===== config.mk =====
export PLATFORM = sky130hd
export DESIGN_NAME = hpst_ram
export DESIGN_NICKNAME = d
export VERILOG_FILES = /design/src/hdl/hpst_ram.sv
export SDC_FILE = /design/constraint.sdc
export NUM_CORES = 1
export LEC_CHECK = 0
export ABC_AREA = 1
export BUFFER_PORTS_ARGS = -buffer_cell sky130_fd_sc_hd__buf_4
export CORE_MARGIN = 2
export CORE_UTILIZATION = 52
export CTS_CLUSTER_DIAMETER = 40
export DETAILED_ROUTE_END_ITERATION = 10
export HOLD_SLACK_MARGIN = 0.1
export PLACE_DENSITY = 0.72
export REMOVE_ABC_BUFFERS = 1
export SYNTH_ARGS = -nofsm -noshare
export SYNTH_HDL_FRONTEND = slang
export SYNTH_SLANG_ARGS = --single-unit

===== constraint.sdc =====
create_clock -name clk -period 1.2 [get_ports clk]
set_clock_uncertainty 0.15 [all_clocks]
set_input_delay 0.18 -clock clk [delete_from_list [all_inputs] [get_ports clk]]
set_output_delay 0.18 -clock clk [all_outputs]
set_load 0.005 [all_outputs]

===== src/hdl/hpst_ram.sv =====
`timescale 1ns / 1ps
// Generic single-port-write, single-port-read synchronous RAM with registered read.
// Depends on nothing.
module hpst_ram #(
  parameter int WIDTH = 8,
  parameter int DEPTH = 16
) (
  input  logic                     clk,
  input  logic                     we,
  input  logic [$clog2(DEPTH)-1:0] waddr,
  input  logic [WIDTH-1:0]         wdata,
  input  logic [$clog2(DEPTH)-1:0] raddr,
  output logic [WIDTH-1:0]         rdata
);

  logic [WIDTH-1:0] mem [DEPTH];

  always_ff @(posedge clk) begin
    if (we) begin
      mem[waddr] <= wdata;
    end
    rdata <= mem[raddr];
  end

endmodule


==> summary.txt <==
Layout
  • Nets: 631
  • Reg area: 0.004014 mm^2
  • Area growth from synthesis to layout: 24.28%
  • Final Util: 66.11%
  • Share of post-route cells with drive strength above 1: ~17%
  • Fill cells: 793
  • Antenna Cells: 0
  • Final non-filler cell total: 766
  • Area occupied by multi-input gates: 0.001259 mm^2

Worst setup path
  • Worst Setup SP: rdata[1]
  • Worst path slowest cell: dfxtp_2
  • CP max FO: 1
  • Worst Setup Start Kind: flip-flop
  • Reg2reg start: mem[5][5]
  • CP arrival: 0.97 ns
  • Critical Path End Type: primary output
  • Worst path buffer plus inverter count: 1
  • WS Path Type: reg -> out
  • Delay-heaviest family, CP: flip-flops
  • Crit path cell chain: buf_6
  • Critical path's largest stage delay: 0.35 ns
  • WP data required: just under 0.9 ns

Global route
  • Vias in the first global route: 3922
  • Global Route Usage Sum: 23.66%
  • Initial antenna violation count: 0
  • Largest net degree at the start of global routing: 33
  • First-pass GRT wire length: 20330 um
  • Total gr overflow: 0

Clocking
  • CTS max path bufs: 2
  • Total CTS buffers: 17
  • Worst skew pair latency: 0.53 ns
  • Clock transition at path regs: 0.06 ns
  • CTS tree: built
  • H-Tree Depth: 4
  • Post-CTS setup buffers: 0
  • Clock Tree Root: clkbuf_8
  • CTS Sinks: 136

Hold path
  • Worst Min Path Start: raddr[1]
  • HP Class: in -> reg

Detailed routing
  • Wirelength per Cell: 16.90 um
  • Post-Route WL: 12950 um
  • Remaining antenna violation count: 0
  • # DRC: 0
  • Drt first pass iters: 5
  • 1st-iter DRT viols: 440
  • DR vias: 3998
  • Vias per cell: 5.219

Logic synthesis
  • Register area share after synthesis: 69.43%
  • Number of synthesized flops with an enable pin: between 100 and 150
  • Post-synth top cells: 173 x nand2_1, 128 x edfxtp_1, 100 x inv_1, 97 x nand3_1, 17 x nor2_1
  • Post-synthesis instance total: 551
  • Post-synth ARST share: 0%
  • Syn. warnings: 0
  • Main synth FF type: edfxtp_1
  • Syn_area_per_cell: 10.47 um^2
  • Top cell type's share of synthesized area: 66.65%
  • Mapped Area: 0.005767 mm^2
  • Netlist cell types: 12
  • Most common cell in the netlist: nand2_1
  • Leading area contributor after synthesis: edfxtp_1
  • Synth Register Bits: 136
  • Top cells by area, synth: edfxtp_1 67%, nand2_1 11%, nand3_1 8.4%

Pwr
  • Pleak: 3.135 nW
  • Maximum vdd drop: 0.001156 V
  • Pwr Density: approximately 1700 mW/mm^2

Run status
  • Outcome: complete, but fails checks
  • Failing checks: setup timing

Die
  • Die Y: 109.3 um
  • Die X: 109.3 um
  • Io pins: 26
  • Core Rows: 38
  • DIE AREA: 0.01195 mm^2
  • Core region area: ~0.011 mm^2
  • Starting Density: 53.20%

Timing
  • Max Clock Freq: 770.5 MHz
  • Max Slew Vio Count: 0
  • Rel. slew slack: 75.51%
  • Final Critical Period: 1.298 ns
  • Fin. Hold Viols: 0
  • Final setup fails: 8
  • RSZ-0062 raised after global routing: true
  • Post-route worst setup slack: -0.09784 ns
  • Final TNS setup: -0.6163 ns
  • Slew @ Worst Pin: roughly 0.37 ns
  • Period utilisation layout: 108.2%

Placed design
  • Buffers on Ports: 25
  • HPWL Detailed: 8018 um
  • Gpl congestion: 0.8715
  • Placed cells: 722

Flow run
  • Max-cap violations: 0
[through the flow]
step / hold WS, ns / worst slack (ns) / cell area [um^2] / power [mW]
after floorplan: 0.1289 / -0.1105 / 5600 / 5.724
after global placement: 0.3673 / -0.1805 / 6276 / 6.129
after detailed placement: 0.3802 / -0.2216 / 6276 / 6.149
after CTS: 0.1005 / -0.1286 / 7107 / 12.14
after global routing: 0.1448 / -0.1289 / 7167 / 12.45
final: 0.1189 / -0.09784 / 7167 / 12.11
[state kept, by name, summed over array words and instances (netlist names)]
name / cells
mem: 128
rdata: 8
[final timing paths]
check | endpoint | slack (ns) | cells past startpoint
setup / recovery | rdata[1] | -0.1 | 1
setup reg to reg | rdata[5] | 0.05 | 6
hold reg to reg | rdata[3] | 0.52 | 6
hold / removal | rdata[5] | 0.12 | 7
[logic make-up after synthesis]
logic type / share of synthesized area (%)
flip-flops: 69.43
buffers and inverters: 9.525
AND/OR/NAND/NOR: 21.05
[cell type report]
type	instances	share of cell area [%]
Tap cell	140	2.444
Sequential cell	136	56.01
Clock buffer	17	5.779
Clock inverter	15	3.788
Multi-Input combinational cell	289	17.56
Timing Repair Buffer	67	9.078
Inverter	102	5.342
[cell usage in the layout (no fill, tap or decap), drive strengths merged]
master / synthesis / final
buf: 24 / 55
dlygate4sd3: 0 / 12
dfxtp: 8 / 8
nor2: 17 / 17
clkbuf: 0 / 17
inv: 102 / 104
clkinvlp: 0 / 1
nand2: 173 / 173
edfxtp: 128 / 128
clkinv: 0 / 5
nand3b: 2 / 2
nand3: 97 / 97
bufinv: 0 / 7
[layer usage]
| metal | share of wire (%) | track usage [%] | vias to the layer above |
|---|---|---|---|
| li1 | - | - | 1901 |
| met1 | 41 | 29.96 | 1909 |
| met2 | 51 | 38.78 | 163 |
| met3 | 6.1 | 5.276 | 25 |
| met4 | 2.5 | 11.66 | 0 |
| met5 | 0 | 0 | - |
[repair_timing]
action	in CTS	in global routing
gates resized for setup	10	15
hold buffers	12	0
setup endpoints to repair	8	15
endpoints found under the hold margin	136	0
pin swaps	0	1
[power by group]
part | internal, mW | switching, mW | total, mW
logic | 0.312 | 0.470 | 0.782
registers | 5.32 | 0.0384 | 5.35
clock network | 4.02 | 1.96 | 5.97
Power figures use the tool's default switching activity.
