==> config.mk <==
export PLATFORM = sky130hd
export DESIGN_NAME = hpst_hash
export DESIGN_NICKNAME = d
export VERILOG_FILES = /design/src/hdl/hpst_pkg.sv /design/src/hdl/hpst_hash.sv
export SDC_FILE = /design/constraint.sdc
export NUM_CORES = 1
export LEC_CHECK = 0
export BUFFER_PORTS_ARGS = -buffer_cell sky130_fd_sc_hd__buf_2
export CAP_MARGIN = 20
export CORE_MARGIN = 3
export CORE_UTILIZATION = 35
export CTS_CLUSTER_DIAMETER = 80
export DETAILED_ROUTE_END_ITERATION = 7
export SYNTH_ARGS = -nofsm -noshare
export SYNTH_HDL_FRONTEND = slang
export SYNTH_SLANG_ARGS = --single-unit
==> constraint.sdc <==
create_clock -name clk -period 6.6 [get_ports clk]
set_clock_uncertainty 0.15 [all_clocks]
set_input_delay 0.99 -clock clk [delete_from_list [all_inputs] [get_ports clk]]
set_output_delay 0.99 -clock clk [all_outputs]
set_load 0.05 [all_outputs]
==> src/hdl/hpst_pkg.sv <==
`timescale 1ns / 1ps
// Package for the hashed pair set table.
// Holds the default sizes, field widths, mode codes and the controller state type.
package hpst_pkg;

  localparam int BUCKET_COUNT = 128;
  localparam int WAYS         = 4;
  localparam int KEY_W        = 32;
  localparam int TAG_W        = 32;
  localparam int PAIR_W       = KEY_W + TAG_W;

  localparam logic MODE_LOOKUP = 1'b0;
  localparam logic MODE_INSERT = 1'b1;

  typedef enum logic [1:0] {
    ST_CLEAR,
    ST_IDLE,
    ST_HASH,
    ST_EXEC
  } hpst_state_t;

endpackage

==> src/hdl/hpst_hash.sv <==
`timescale 1ns / 1ps
// Three-stage integer hash of the key followed by the reduction to a bucket index.
// Depends on hpst_pkg for the key width.
module hpst_hash #(
  parameter int BUCKET_COUNT = hpst_pkg::BUCKET_COUNT
) (
  input  logic                            clk,
  input  logic                            rst,
  input  logic                            start,
  input  logic [hpst_pkg::KEY_W-1:0]      key,
  output logic                            done,
  output logic [$clog2(BUCKET_COUNT)-1:0] bucket
);

  localparam int  IDX_W   = $clog2(BUCKET_COUNT);
  localparam int  KW      = hpst_pkg::KEY_W;
  localparam bit  IS_POW2 = (BUCKET_COUNT & (BUCKET_COUNT - 1)) == 0;

  logic [KW-1:0] h1;
  logic [KW-1:0] h2;
  logic [KW-1:0] h3;
  logic [KW-1:0] s1;
  logic [KW-1:0] s2;
  logic [KW-1:0] s3;
  logic [KW-1:0] t1;
  logic [KW-1:0] t2;
  logic [KW-1:0] t3;
  logic          v1;
  logic          v2;
  logic          v3;

  always_comb begin
    t1 = key + ~(key << 15);
    s1 = t1 ^ (t1 >> 10);
    t2 = h1 + (h1 << 3);
    s2 = t2 ^ (t2 >> 6);
    t3 = h2 + ~(h2 << 11);
    s3 = t3 ^ (t3 >> 16);
  end

  always_ff @(posedge clk) begin
    h1 <= s1;
    h2 <= s2;
    h3 <= s3;
    if (rst) begin
      v1 <= 1'b0;
      v2 <= 1'b0;
      v3 <= 1'b0;
    end else begin
      v1 <= start;
      v2 <= v1;
      v3 <= v2;
    end
  end

  generate
    if (IS_POW2) begin : g_mask
      assign done   = v3;
      assign bucket = h3[IDX_W-1:0];
    end else begin : g_rem
      // The quotient estimate from the reciprocal is low by at most one, so a single
      // compare and subtract on the low bits yields the exact remainder.
      localparam int              RW     = IDX_W + 1;
      localparam logic [KW-1:0]   RECIP  = KW'((64'd1 << KW) / 64'(BUCKET_COUNT));
      localparam logic [RW-1:0]   BC_EXT = RW'(BUCKET_COUNT);

      logic [2*KW-1:0]  prod;
      logic [RW-1:0]    q_low;
      logic [RW-1:0]    h_low;
      logic [RW-1:0]    rem_raw;
      logic [IDX_W-1:0] rem;
      logic             v4;
      logic             v5;

      always_comb begin
        prod    = (2*KW)'(h3) * (2*KW)'(RECIP);
        rem_raw = h_low - RW'(q_low * BC_EXT);
      end

      always_ff @(posedge clk) begin
        q_low <= prod[KW +: RW];
        h_low <= h3[RW-1:0];
        if (rem_raw >= BC_EXT) begin
          rem <= IDX_W'(rem_raw - BC_EXT);
        end else begin
          rem <= rem_raw[IDX_W-1:0];
        end
        if (rst) begin
          v4 <= 1'b0;
          v5 <= 1'b0;
        end else begin
          v4 <= v3;
          v5 <= v4;
        end
      end

      assign done   = v5;
      assign bucket = rem;
    end
  endgenerate

endmodule

==> results.md, run 1 <==
* Outcome: completed
* Die ar. at 15100 um^2
* Post-CTS setup buffer count at 0
* Post-synthesis sequential area ratio at 0.259
* EDFF count, synth at 0
* Combinational fraction of design power at 0.639
* Fillcell total at 1380
* Power density over the cells at 584 nW/um^2
* Crit. End Element: register
* Fraction of layout cells with a size suffix above 1 at 0.118
* Met3 usage at 0.0279
* Area growth, synth to finish at 15.3%
* Hold crit path type: reg -> reg
* Syn_area_per_cell at 8.85 um^2
* Psw at 1.35 mW
* Worst Slack Setup Final at 3.47 ns
* Critical Path RT at 6.64 ns
* GR Util met2 at 0.289
* Detail Route Antenna Nets at 0
* Post-synthesis mux area share at 0
* Final period util at 0.474
* DR vias at 3941
* Worst Max-Slew Pin Slew at 0.540 ns
* Leakage at 2.49 nW
* Synthesized area at 4800 um^2
* Compound-cell area share of the yosys netlist at 0.200
* Critical path's largest stage delay at 0.44 ns
* Max-cap violations at 0
* Max Buffers Root-to-Sink at 2
* Adder-cell share of the synthesized area at 0.145
* Worst path cell trace: buf_2 > nor4_2 > nand4_1 > o2111ai_2 > a31oi_2 > a221oi_2 > o21ai_1 > xnor3_1
* FMAX at 0.320 GHz
* Die H at 123 um
* Design Area, Final at 5530 um^2
* Port bufs at 42
* Post-DP Area at 5200 um^2
* Rows at 42
* Worst Path Arrival at 3.17 ns
* Starting Density at 0.359
* Prevailing post-synth register cell: dfxtp_1
* CTS tree: done
* Clk slew on worst S/H paths at 0.05 ns
* Grt ovf at 0
* Most used routing layer: met2
* Seq pwr share at 0.203
* I/O pins at 43
* H-tree levels at 3
* CP endpoint: h1[19]
* Worst reg-to-reg setup slack at 3.61 ns
* Final Wtd Congestion at 0.893
* Max IR drop VDD at 0.204 mV
* Setup WS pre-CTS at 3.14 ns
* Minimum clock period at 3.13 ns
* Clk Latency, worst-skew pair at 0.32 ns
* Async SR Flop Fraction at 0
* Worst Reg2Reg Path Length in Cells at 9
* Clk sink count at 62
* Startpoint class of the critical path: input pin
* Detailed Route Iter0 Violations at 159
* Final setup TNS at 0 ns
* Vias per inst at 5.13
* Cts-stage hold buffer count at 0
* Final Hold Vio Count at 0
* Internal at 1.87 mW
* Post-DP HPWL at 9720 um
* Slew HR at 0.637
* Worst path slowest cell: nor4_2
* Clock Root Buffer: clkbuf_16
* Syn Inst Count at 542
* CP startpoint: key[7]
* R2R Path End: h2[21]
* FF+latch count, synth at 62
* Commonest non-fill, non-tap cell in the layout: xnor2_1
* Synth warnings at 0
* Final Setup Violations at 0
* Number of global-route vias before repair at 4121
* Part of the power in the clock network at 0.158
* Switching portion of total power at 0.419
* Residual DRC at 0
* Ant. Diodes at 0
* Max-slew violations at 0
* Setup CP Type: in -> reg
* Total CTS buffers at 9
* Xor-xnor portion of the synthesized cell area at 0.221
* DR pass1 iterations at 4
* Simple-gate portion of the synthesized area at 0.143
* Distinct cells, synth at 62
* Met1 Use GR at 0.185
* RR Startpoint: h1[0]
* Final Power at 3.23 mW
* Largest net degree at the start of global routing at 11
* CP max FO at 6
* Drt total wl at 11500 um
* Most frequent cells in the layout: xnor2_1, dfxtp_1, ha_1
* Die width at 123 um
* Global-route wire length before repair at 19300 um
* Mapped Nets at 632
* Initial antenna violation count at 0
* Core Region at 13300 um^2
* CTS resizes at 0
* RSZ-0062 raised after global routing: no
* GRT Total Usage at 0.160
* Largest family of logic cells by synthesized area: XOR/XNOR gates
* Routed length per instance at 15.0 um
* Layout Nets at 677
worst min-delay path by stage:
stage | from | endpoint | slack [ns] | cells after the start
6_report | v2 | done | 0.29 | 1
5_1_grt | v2 | done | 0.32 | 1
4_1_cts | v2 | done | 0.29 | 1
3_5_place_dp | v2 | done | 0.28 | 1
3_3_place_gp | v2 | done | 0.28 | 1
2_1_floorplan | v2 | done | 0.26 | 1
stage by stage:
stage / hold WS [ns] / util / instances
final: 0.286 / 0.415 / 768
after CTS: 0.290 / 0.415 / 768
after floorplan: 0.264 / - / 542
after global placement: 0.279 / 0.389 / 752
after global routing: 0.316 / 0.415 / 768
after detailed placement: 0.278 / 0.389 / 752
worst max-delay path, delay by kind of cell:
kind	cells	cell delay (ns)
xor+xnor	1	0.36
compound gates	4	1.01
simple gates	2	0.67
buf+inv	1	0.13
power groups by stage:
stage               Combinational [mW]  Clock [mW]  Sequential [mW]
finish                            2.06       0.512            0.656
global route                      2.28       0.539            0.675
CTS                               2.07       0.523            0.659
detailed placement                2.06           0            0.666
global placement                  2.03           0            0.664
floorplan                         1.59           0            0.713
Yosys cell counts, types with 3 or more instances:
cell type,instances,share of area
a211oi_1,7,0.011
a21o_1,21,0.033
a21oi_1,43,0.045
a31oi_1,7,0.0091
and2_1,4,0.0052
and3_1,5,0.0065
clkbuf_1,7,0.0055
dfxtp_1,62,0.26
ha_1,54,0.14
inv_1,32,0.025
nand2_1,30,0.023
nand2b_1,3,0.0039
nand3_1,12,0.013
nand4_1,11,0.014
nor2_1,31,0.024
nor2b_1,8,0.010
nor3_1,7,0.0073
o21a_1,7,0.011
o21ai_0,21,0.022
o21ai_1,4,0.0042
o21bai_1,4,0.0063
o31ai_1,5,0.0078
or4_1,3,0.0047
xnor2_1,68,0.12
xnor3_1,6,0.028
xor2_1,35,0.064
final cells by class:
cell class	count	area (um^2)	area share
Tap cell	176	220	0.0398
Clock inverter	3	65.1	0.0118
Clock buffer	13	270	0.0488
Timing Repair Buffer	42	210	0.0380
Multi-Input combinational cell	440	3410	0.616
Sequential cell	62	1240	0.224
Inverter	32	120	0.0217
sequential cells by signal, indices dropped and copies added, names as in the netlist:
register  cells
h1           29
v1            1
v2            1
h3            7
done          1
h2           23
logic make-up after synthesis:
| kind of cell | Yosys count |
|---|---|
| AO/OA/AOI/OAI | 144 |
| AND/OR/NAND/NOR | 131 |
| XOR/XNOR | 110 |
| flip-flops | 62 |
| adder cells (fa/ha/maj) | 55 |
| buffers and inverters | 40 |
per-layer routing:
metal  wire, um  share of wire
met5          0              0
met1       5020           0.44
met3        455          0.040
met2       5690           0.50
met4        315          0.027
(Power assumes the default switching activity.)
==> run 2: changes to the inputs <==
--- a/config.mk
+++ b/config.mk
@@ -5,6 +5,7 @@
 export SDC_FILE = /design/constraint.sdc
 export NUM_CORES = 1
 export LEC_CHECK = 0
+export ABC_AREA = 1
 export BUFFER_PORTS_ARGS = -buffer_cell sky130_fd_sc_hd__buf_2
 export CAP_MARGIN = 20
 export CORE_MARGIN = 3
==> constraint.sdc (replaced) <==
create_clock -name clk -period 3 [get_ports clk]
set_clock_uncertainty 0.15 [all_clocks]
set_input_delay 0.45 -clock clk [delete_from_list [all_inputs] [get_ports clk]]
set_output_delay 0.45 -clock clk [all_outputs]
set_load 0.05 [all_outputs]
==> run 2 against run 1 <==
Critical path type is now reg -> reg; highest routed layer unchanged; sequential share of layout area decreased by 5.6 points; synthesized cell count grew 94%; synthesized area increased by 37%.
==> results.md, run 2 <==
* Area growth, synth to finish at 12.6%
* Detail Route Antenna Nets at 0 (unchanged)
* Critical path's largest stage delay at 0.45 ns (about the same)
* Post-DP Area at 7060 um^2 (+36%)
* Share of the core filled with cells at 0.406 (-0.00862)
* Worst path slowest cell: fa_1
* Power density over the cells at 987 nW/um^2 (+69%)
* Core Region at 18200 um^2 (+36%)
* Most frequent cells in the layout: nand2_1, inv_1, nand3_1
* FMAX at 0.457 GHz
* Outcome: completed
* GRT Total Usage at 0.189 (+0.0283)
* Multi-input logic area at 4610 um^2 (+35%)
* Worst path cell trace: ha_1 > fa_1 > nand2_1 > nand2_1 > and2_4 > nand2_1 > nand2_2 > nand2_1 > nand3b_1 > nand2_1 > inv_1 > nand2_1 > nand2_1
* Commonest non-fill, non-tap cell in the layout: nand2_1
* Max-cap violations at 0 (unchanged)
* DR vias at 6379 (+62%)
* Worst Slack Setup Final at 0.812 ns (-2.66 ns)
* Startpoint class of the critical path: register
* DR pass1 iterations at 5 (+1)
* Final Power at 7.29 mW (+130%)
* Global-route wire length before repair at 30000 um (+56%)
* Setup WS pre-CTS at 0.552 ns (-2.59 ns)
* Routed length per instance at 13.6 um (-8.8%)
* Largest family of logic cells by synthesized area: simple AND/OR/NAND/NOR gates
* EDFF count, synth at 0 (unchanged)
* Layout Nets at 1196 (+77%)
* Syn Inst Count at 1054 (+94%)
* Grt ovf at 0 (unchanged)
* Post-DP HPWL at 16200 um (+66%)
* Non-Filler Instances at 1340 (+74%)
* Die H at 143 um (+16%)
* Ant. Diodes at 0 (unchanged)
* Max-slew violations at 0 (unchanged)
* CP max FO at 4 (-2)
* Post-CTS setup buffer count at 0 (unchanged)
* Detailed Route Iter0 Violations at 327 (+110%)
* Hold crit path type: in -> reg
* Most frequent cells after synthesis: nand2_1, inv_1, nand3_1
* Simple-gate portion of the synthesized area at 0.412 (+0.269)
* Fraction of layout cells with a size suffix above 1 at 0.139 (+0.0204)
* Max Buffers Root-to-Sink at 2 (unchanged)
* Clock Root Buffer: clkbuf_16
* Worst Path Arrival at 2.26 ns (-0.91 ns)
* Port bufs at 42 (unchanged)
* Xor-xnor portion of the synthesized cell area at 0.111 (-0.111)
* Crit path buf inv count at 1 (unchanged)
* Prevailing post-synth register cell: dfxtp_1
* Async SR Flop Fraction at 0 (unchanged)
* Leakage at 4.10 nW (+65%)
* CTS tree: done
* Final period util at 0.729
* Starting Density at 0.361 (+0.00106)
* Post-synthesis mux area share at 0 (unchanged)
* Minimum clock period at 2.19 ns
* Post-Place Cells at 1324 (+76%)
* Top flop regs: h1: 29 flops, h2: 23 flops, h3: 7 flops
* Post-synthesis sequential area ratio at 0.189 (-0.0696)
* Die ar. at 20400 um^2 (+35%)
* Final Hold Vio Count at 0 (unchanged)
* Drt total wl at 18300 um (+59%)
* CTS resizes at 0 (unchanged)
* Count leader, synth: nand2_1
* CP top delay family: simple AND/OR/NAND/NOR gates
* Largest cells by area after synthesis: nand2_1, dfxtp_1, ha_1
* Synth top area share at 0.189 (-0.0694)
* Residual DRC at 0 (unchanged)
* Clk slew on worst S/H paths at 0.05 ns (about the same)
* Synth warnings at 0 (unchanged)
* Clk sink count at 62 (unchanged)
* Mapped Nets at 1144 (+81%)
* Max FFs per register at 29 (unchanged)
* Max IR drop VDD at 0.301 mV (+48%)
* Critical Path RT at 3.08 ns (-3.56 ns)
* Clk Latency, worst-skew pair at 0.34 ns (+0.02 ns)
* Most flops, register: h1
* FF/Latch Area at 1240 um^2 (unchanged)
* CP dominant cell by count: nand2_1
* Compound-cell area share of the yosys netlist at 0.0728 (-0.127)
* Crit. End Element: register
* Syn_area_per_cell at 6.23 um^2 (-30%)
* Distinct cells, synth at 41 (-34%)
* Initial antenna violation count at 0 (unchanged)
* RSZ-0062 raised after global routing: no
* I/O pins at 43 (unchanged)
* Setup CP Type: reg -> reg
* Final setup TNS at 0 ns (unchanged)
* Cell taking the most area after synthesis: nand2_1
* Fillcell total at 1972 (+43%)
* Vias per inst at 4.76 (-7.2%)
* Worst Max-Slew Pin Slew at 0.485 ns (-0.0543 ns)
* Design Area, Final at 7390 um^2 (+34%)
* Slew HR at 0.675 (+0.0379)
* Rows at 49 (+17%)
* Final Wtd Congestion at 0.973 (+8.9%)
* Synthesized area at 6570 um^2 (+37%)
* Final Setup Violations at 0 (unchanged)
* Adder-cell share of the synthesized area at 0.106 (-0.0390)
* H-tree levels at 3 (unchanged)
* Number of global-route vias before repair at 6272 (+52%)
* Die width at 143 um (+16%)
* Largest net degree at the start of global routing at 12 (+1)
* Hold_ws at 0.145 ns (-0.140 ns)
* FF+latch count, synth at 62 (unchanged)
* Cts-stage hold buffer count at 0 (unchanged)
* Total CTS buffers at 9 (unchanged)
## run 2: cell count changes after synthesis, sizes merged, moves of 8 or more
cell	before	now
nand4	11	26
inv	32	190
xor2	35	62
nand3	12	79
a21o	21	4
a31oi	8	0
nor2b	8	0
nand2	30	365
nand3b	2	11
xnor2	68	14
nor2	31	88
## run 2: final cells by class
cell class,instances,area share
tap,229,0.0388
inverter,190,0.0965
timing repair buffer,42,0.0284
multi-input combinational,801,0.623
clock buffer,11,0.0342
sequential,62,0.168
clock inverter,5,0.0110
## run 2: metal layers
layer | vias up | wire [um] | track usage
li1 | 3396 | - | -
met1 | 2776 | 7560 | 0.207
met2 | 146 | 8960 | 0.341
met3 | 61 | 626 | 0.0281
met4 | 0 | 1130 | 0.115
met5 | - | 0 | 0
## run 2: worst paths after layout
kind,from,end,slack (ns),cells after the start
setup / recovery,h1[0],h2[17],0.81,13
hold reg to reg,v2,done,0.25,2
setup reg to reg,h1[0],h2[17],0.81,13
hold / removal,rst,done,0.15,2
## run 2: logic make-up (layout without fill, tap and decap cells)
kind of cell               Yosys count  after routing
AOI/OAI and AO/OA                   83             83
xor gates and xnor gates            76             76
adders and majority gates           55             55
buffers and inverters              191            248
DFF                                 62             62
and+or+nand+nor                    587            587
## run 2: power by group
group / total, mW / internal [mW] / switching, mW / leakage (nW)
sequential: 1.37 / 1.19 / 0.180 / 0.522
clock: 1.13 / 0.771 / 0.363 / 0.162
combinational: 4.79 / 1.73 / 3.06 / 3.42
total: 7.29 / 3.69 / 3.60 / 4.10
==> run 3: changes to the inputs <==
==> constraint.sdc (replaced) <==
create_clock -name clk -period 2.2 [get_ports clk]
set_clock_uncertainty 0.15 [all_clocks]
set_input_delay 0.33 -clock clk [delete_from_list [all_inputs] [get_ports clk]]
set_output_delay 0.33 -clock clk [all_outputs]
set_load 0.05 [all_outputs]
==> run 3 against run 2 <==
Maximum frequency up 7.1%; power grew 34%; clock-buffer cell count down 1; sequential cell count did not move; via count rose by 1.1%; cell area grew 1.7%; die area unchanged; first-iteration DRC count down 17%; sequential power up 37%; register-to-register slack lost 0.66 ns; sequential share of layout area is 0.28 points lower.
==> results.md, run 3 (synthesized netlist as in run 2, its figures left out) <==
* Outcome: completed
* Clock Root Buffer: clkbuf_16
* Die H at 143 um (unchanged)
* Clk slew on worst S/H paths at 0.05 ns (about the same)
* Total CTS buffers at 9 (unchanged)
* Drt total wl at 18300 um (about the same)
* Critical Path RT at 2.27 ns (-0.81 ns)
* Clk Latency, worst-skew pair at 0.33 ns (about the same)
* Startpoint class of the critical path: register
* Crit path buf inv count at 1 (unchanged)
* Hold path depth at 2 (unchanged)
* Crit. End Element: register
* Power density over the cells at 1300 nW/um^2 (+31%)
* Worst path cell trace: ha_1 > fa_2 > nand2_1 > nand2_1 > and2_4 > nand2_1 > nand2_2 > nand2_1 > nand3b_1 > nand2_2 > inv_1 > nand2_1 > nand2_1
* Final Hold Vio Count at 0 (unchanged)
* Post-Place Cells at 1347 (+1.7%)
* Ant. Diodes at 0 (unchanged)
* Max-slew violations at 0 (unchanged)
* Top flop regs: h1: 29 flops, h2: 23 flops, h3: 7 flops
* Worst reg-to-reg setup slack at 0.16 ns (-0.66 ns)
* Most frequent cells in the layout: nand2_1, inv_1, nand3_1
* CP max FO at 3 (-1)
* R2R Path End: h2[17]
* Minimum clock period at 2.04 ns (-0.145 ns)
* Grt ovf at 0 (unchanged)
* Post-DP HPWL at 16300 um (+0.56%)
* Detailed Route Iter0 Violations at 272 (-17%)
* RR Startpoint: h1[0]
* Routed length per instance at 13.4 um (-1.5%)
* Initial antenna violation count at 0 (unchanged)
* Commonest non-fill, non-tap cell in the layout: nand2_1
* Max FFs per register at 29 (unchanged)
* FMAX at 0.489 GHz (+7.1%)
* Final period util at 0.929 (+0.199)
* RSZ-0062 raised after global routing: no
* Rows at 49 (unchanged)
* Area growth, synth to finish at 14.5%
* Max IR drop VDD at 0.425 mV (+41%)
* Worst Max-Slew Pin Slew at 0.484 ns (-0.00145 ns)
* Max-cap violations at 0 (unchanged)
* Final Setup Violations at 0 (unchanged)
* Global-route wire length before repair at 29900 um (-0.46%)
* Worst path slowest cell: fa_2
* Residual DRC at 0 (unchanged)
* Hold crit path type: in -> reg
* Number of global-route vias before repair at 6325 (+0.85%)
* Slew HR at 0.676 (+0.000967)
* DR pass1 iterations at 6 (+1)
* Fillcell total at 1978 (+0.30%)
* Most flops, register: h1
* Worst Path Arrival at 2.12 ns (-0.14 ns)
* Critical path's largest stage delay at 0.34 ns (-0.11 ns)
* CTS tree: done
* Vias per inst at 4.74 (-0.49%)
* Starting Density at 0.361 (unchanged)
* DR vias at 6452 (+1.1%)
* I/O pins at 43 (unchanged)
* GRT Total Usage at 0.186 (-0.00241)
* Port bufs at 42 (unchanged)
* Detail Route Antenna Nets at 0 (unchanged)
* Share of the core filled with cells at 0.413 (+0.00680)
* Worst Reg2Reg Path Length in Cells at 13 (unchanged)
* Leakage at 4.18 nW (+1.8%)
* Core Region at 18200 um^2 (unchanged)
* Die ar. at 20400 um^2 (unchanged)
* CP top delay family: simple AND/OR/NAND/NOR gates
* Post-CTS setup buffer count at 0 (unchanged)
* Setup CP Type: reg -> reg
* H-tree levels at 3 (unchanged)
* Largest net degree at the start of global routing at 11 (-1)
* CP dominant cell by count: nand2_1
* Max Buffers Root-to-Sink at 2 (unchanged)
* Non-Filler Instances at 1362 (+1.6%)
* Hold endpoint: done
* Hold Path Origin: rst
* Layout Nets at 1219 (+1.9%)
* Final Wtd Congestion at 0.950 (-2.3%)
* Fraction of layout cells with a size suffix above 1 at 0.162 (+0.0238)
* Clk sink count at 62 (unchanged)
* Die width at 143 um (unchanged)
==> run 3: cell types whose count changed in the layout (fill, tap and decap cells not counted), moves of 2 or more <==
cell and delta:
buf_4 +23, ha_1 -4, ha_2 +4, clkinv_2 +3, bufinv_16 -2, clkbuf_8 -2
==> run 3: layout make-up <==
cell class | instances | area [um^2] | area share
Clock buffer | 10 | 229 | 0.0305
Timing Repair Buffer | 65 | 383 | 0.0509
Multi-Input combinational cell | 801 | 4630 | 0.617
Inverter | 190 | 713 | 0.0949
Sequential cell | 62 | 1240 | 0.165
Clock inverter | 5 | 27.5 | 0.00366
Tap cell | 229 | 287 | 0.0381
==> run 3: report_power, final <==
part / switching (mW) / internal [mW]
logic: 4.20 / 2.46
clock network: 0.468 / 0.745
registers: 0.261 / 1.62
==> run 3: worst max path at each step <==
stage | from | to | slack (ns) | depth (start not counted)
5_1_grt | h1[0] | h2[17] | 0.004 | 13
4_1_cts | h1[0] | h2[11] | 0.08 | 12
2_1_floorplan | h1[0] | h2[17] | 0.20 | 13
3_3_place_gp | key[1] | h1[15] | -0.02 | 13
6_report | h1[0] | h2[17] | 0.16 | 13
3_5_place_dp | key[3] | h1[20] | -0.03 | 14
==> run 3: worst reg2reg max path, stage by stage (launching register included) <==
cell and delay, ns:
dfxtp_1 0.33, ha_1 0.23, fa_2 0.34, nand2_1 0.07, nand2_1 0.07, and2_4 0.15
nand2_1 0.07, nand2_2 0.08, nand2_1 0.08, nand3b_1 0.08, nand2_2 0.11, inv_1 0.05
nand2_1 0.05, nand2_1 0.04
==> run 3: repair_timing <==
action / CTS / global route
hold buffers: 0 / 0
gates resized for setup: 0 / 9
hold endpoints to repair: 0 / 0
setup endpoints to repair: 0 / 5
==> run 3: stage by stage <==
step	power (mW)	worst slack (ns)	area, um^2	TNS [ns]	hold WS (ns)
3_3_place_gp	8.42	-0.0163	7230	-0.0320	0.240
3_5_place_dp	8.48	-0.0272	7230	-0.0510	0.245
2_1_floorplan	6.94	0.202	6570	0	0.238
4_1_cts	9.74	0.0841	7490	0	0.0121
6_report	9.75	0.157	7510	0	0.0265
5_1_grt	10.7	0.00406	7510	0	0.0224
==> run 3: layer usage <==
metal / vias up / part of all wire / track usage
met5: - / 0 / 0
met4: 0 / 0.044 / 0.0895
met3: 46 / 0.036 / 0.0248
met2: 153 / 0.50 / 0.348
met1: 2812 / 0.42 / 0.206
li1: 3441 / - / -
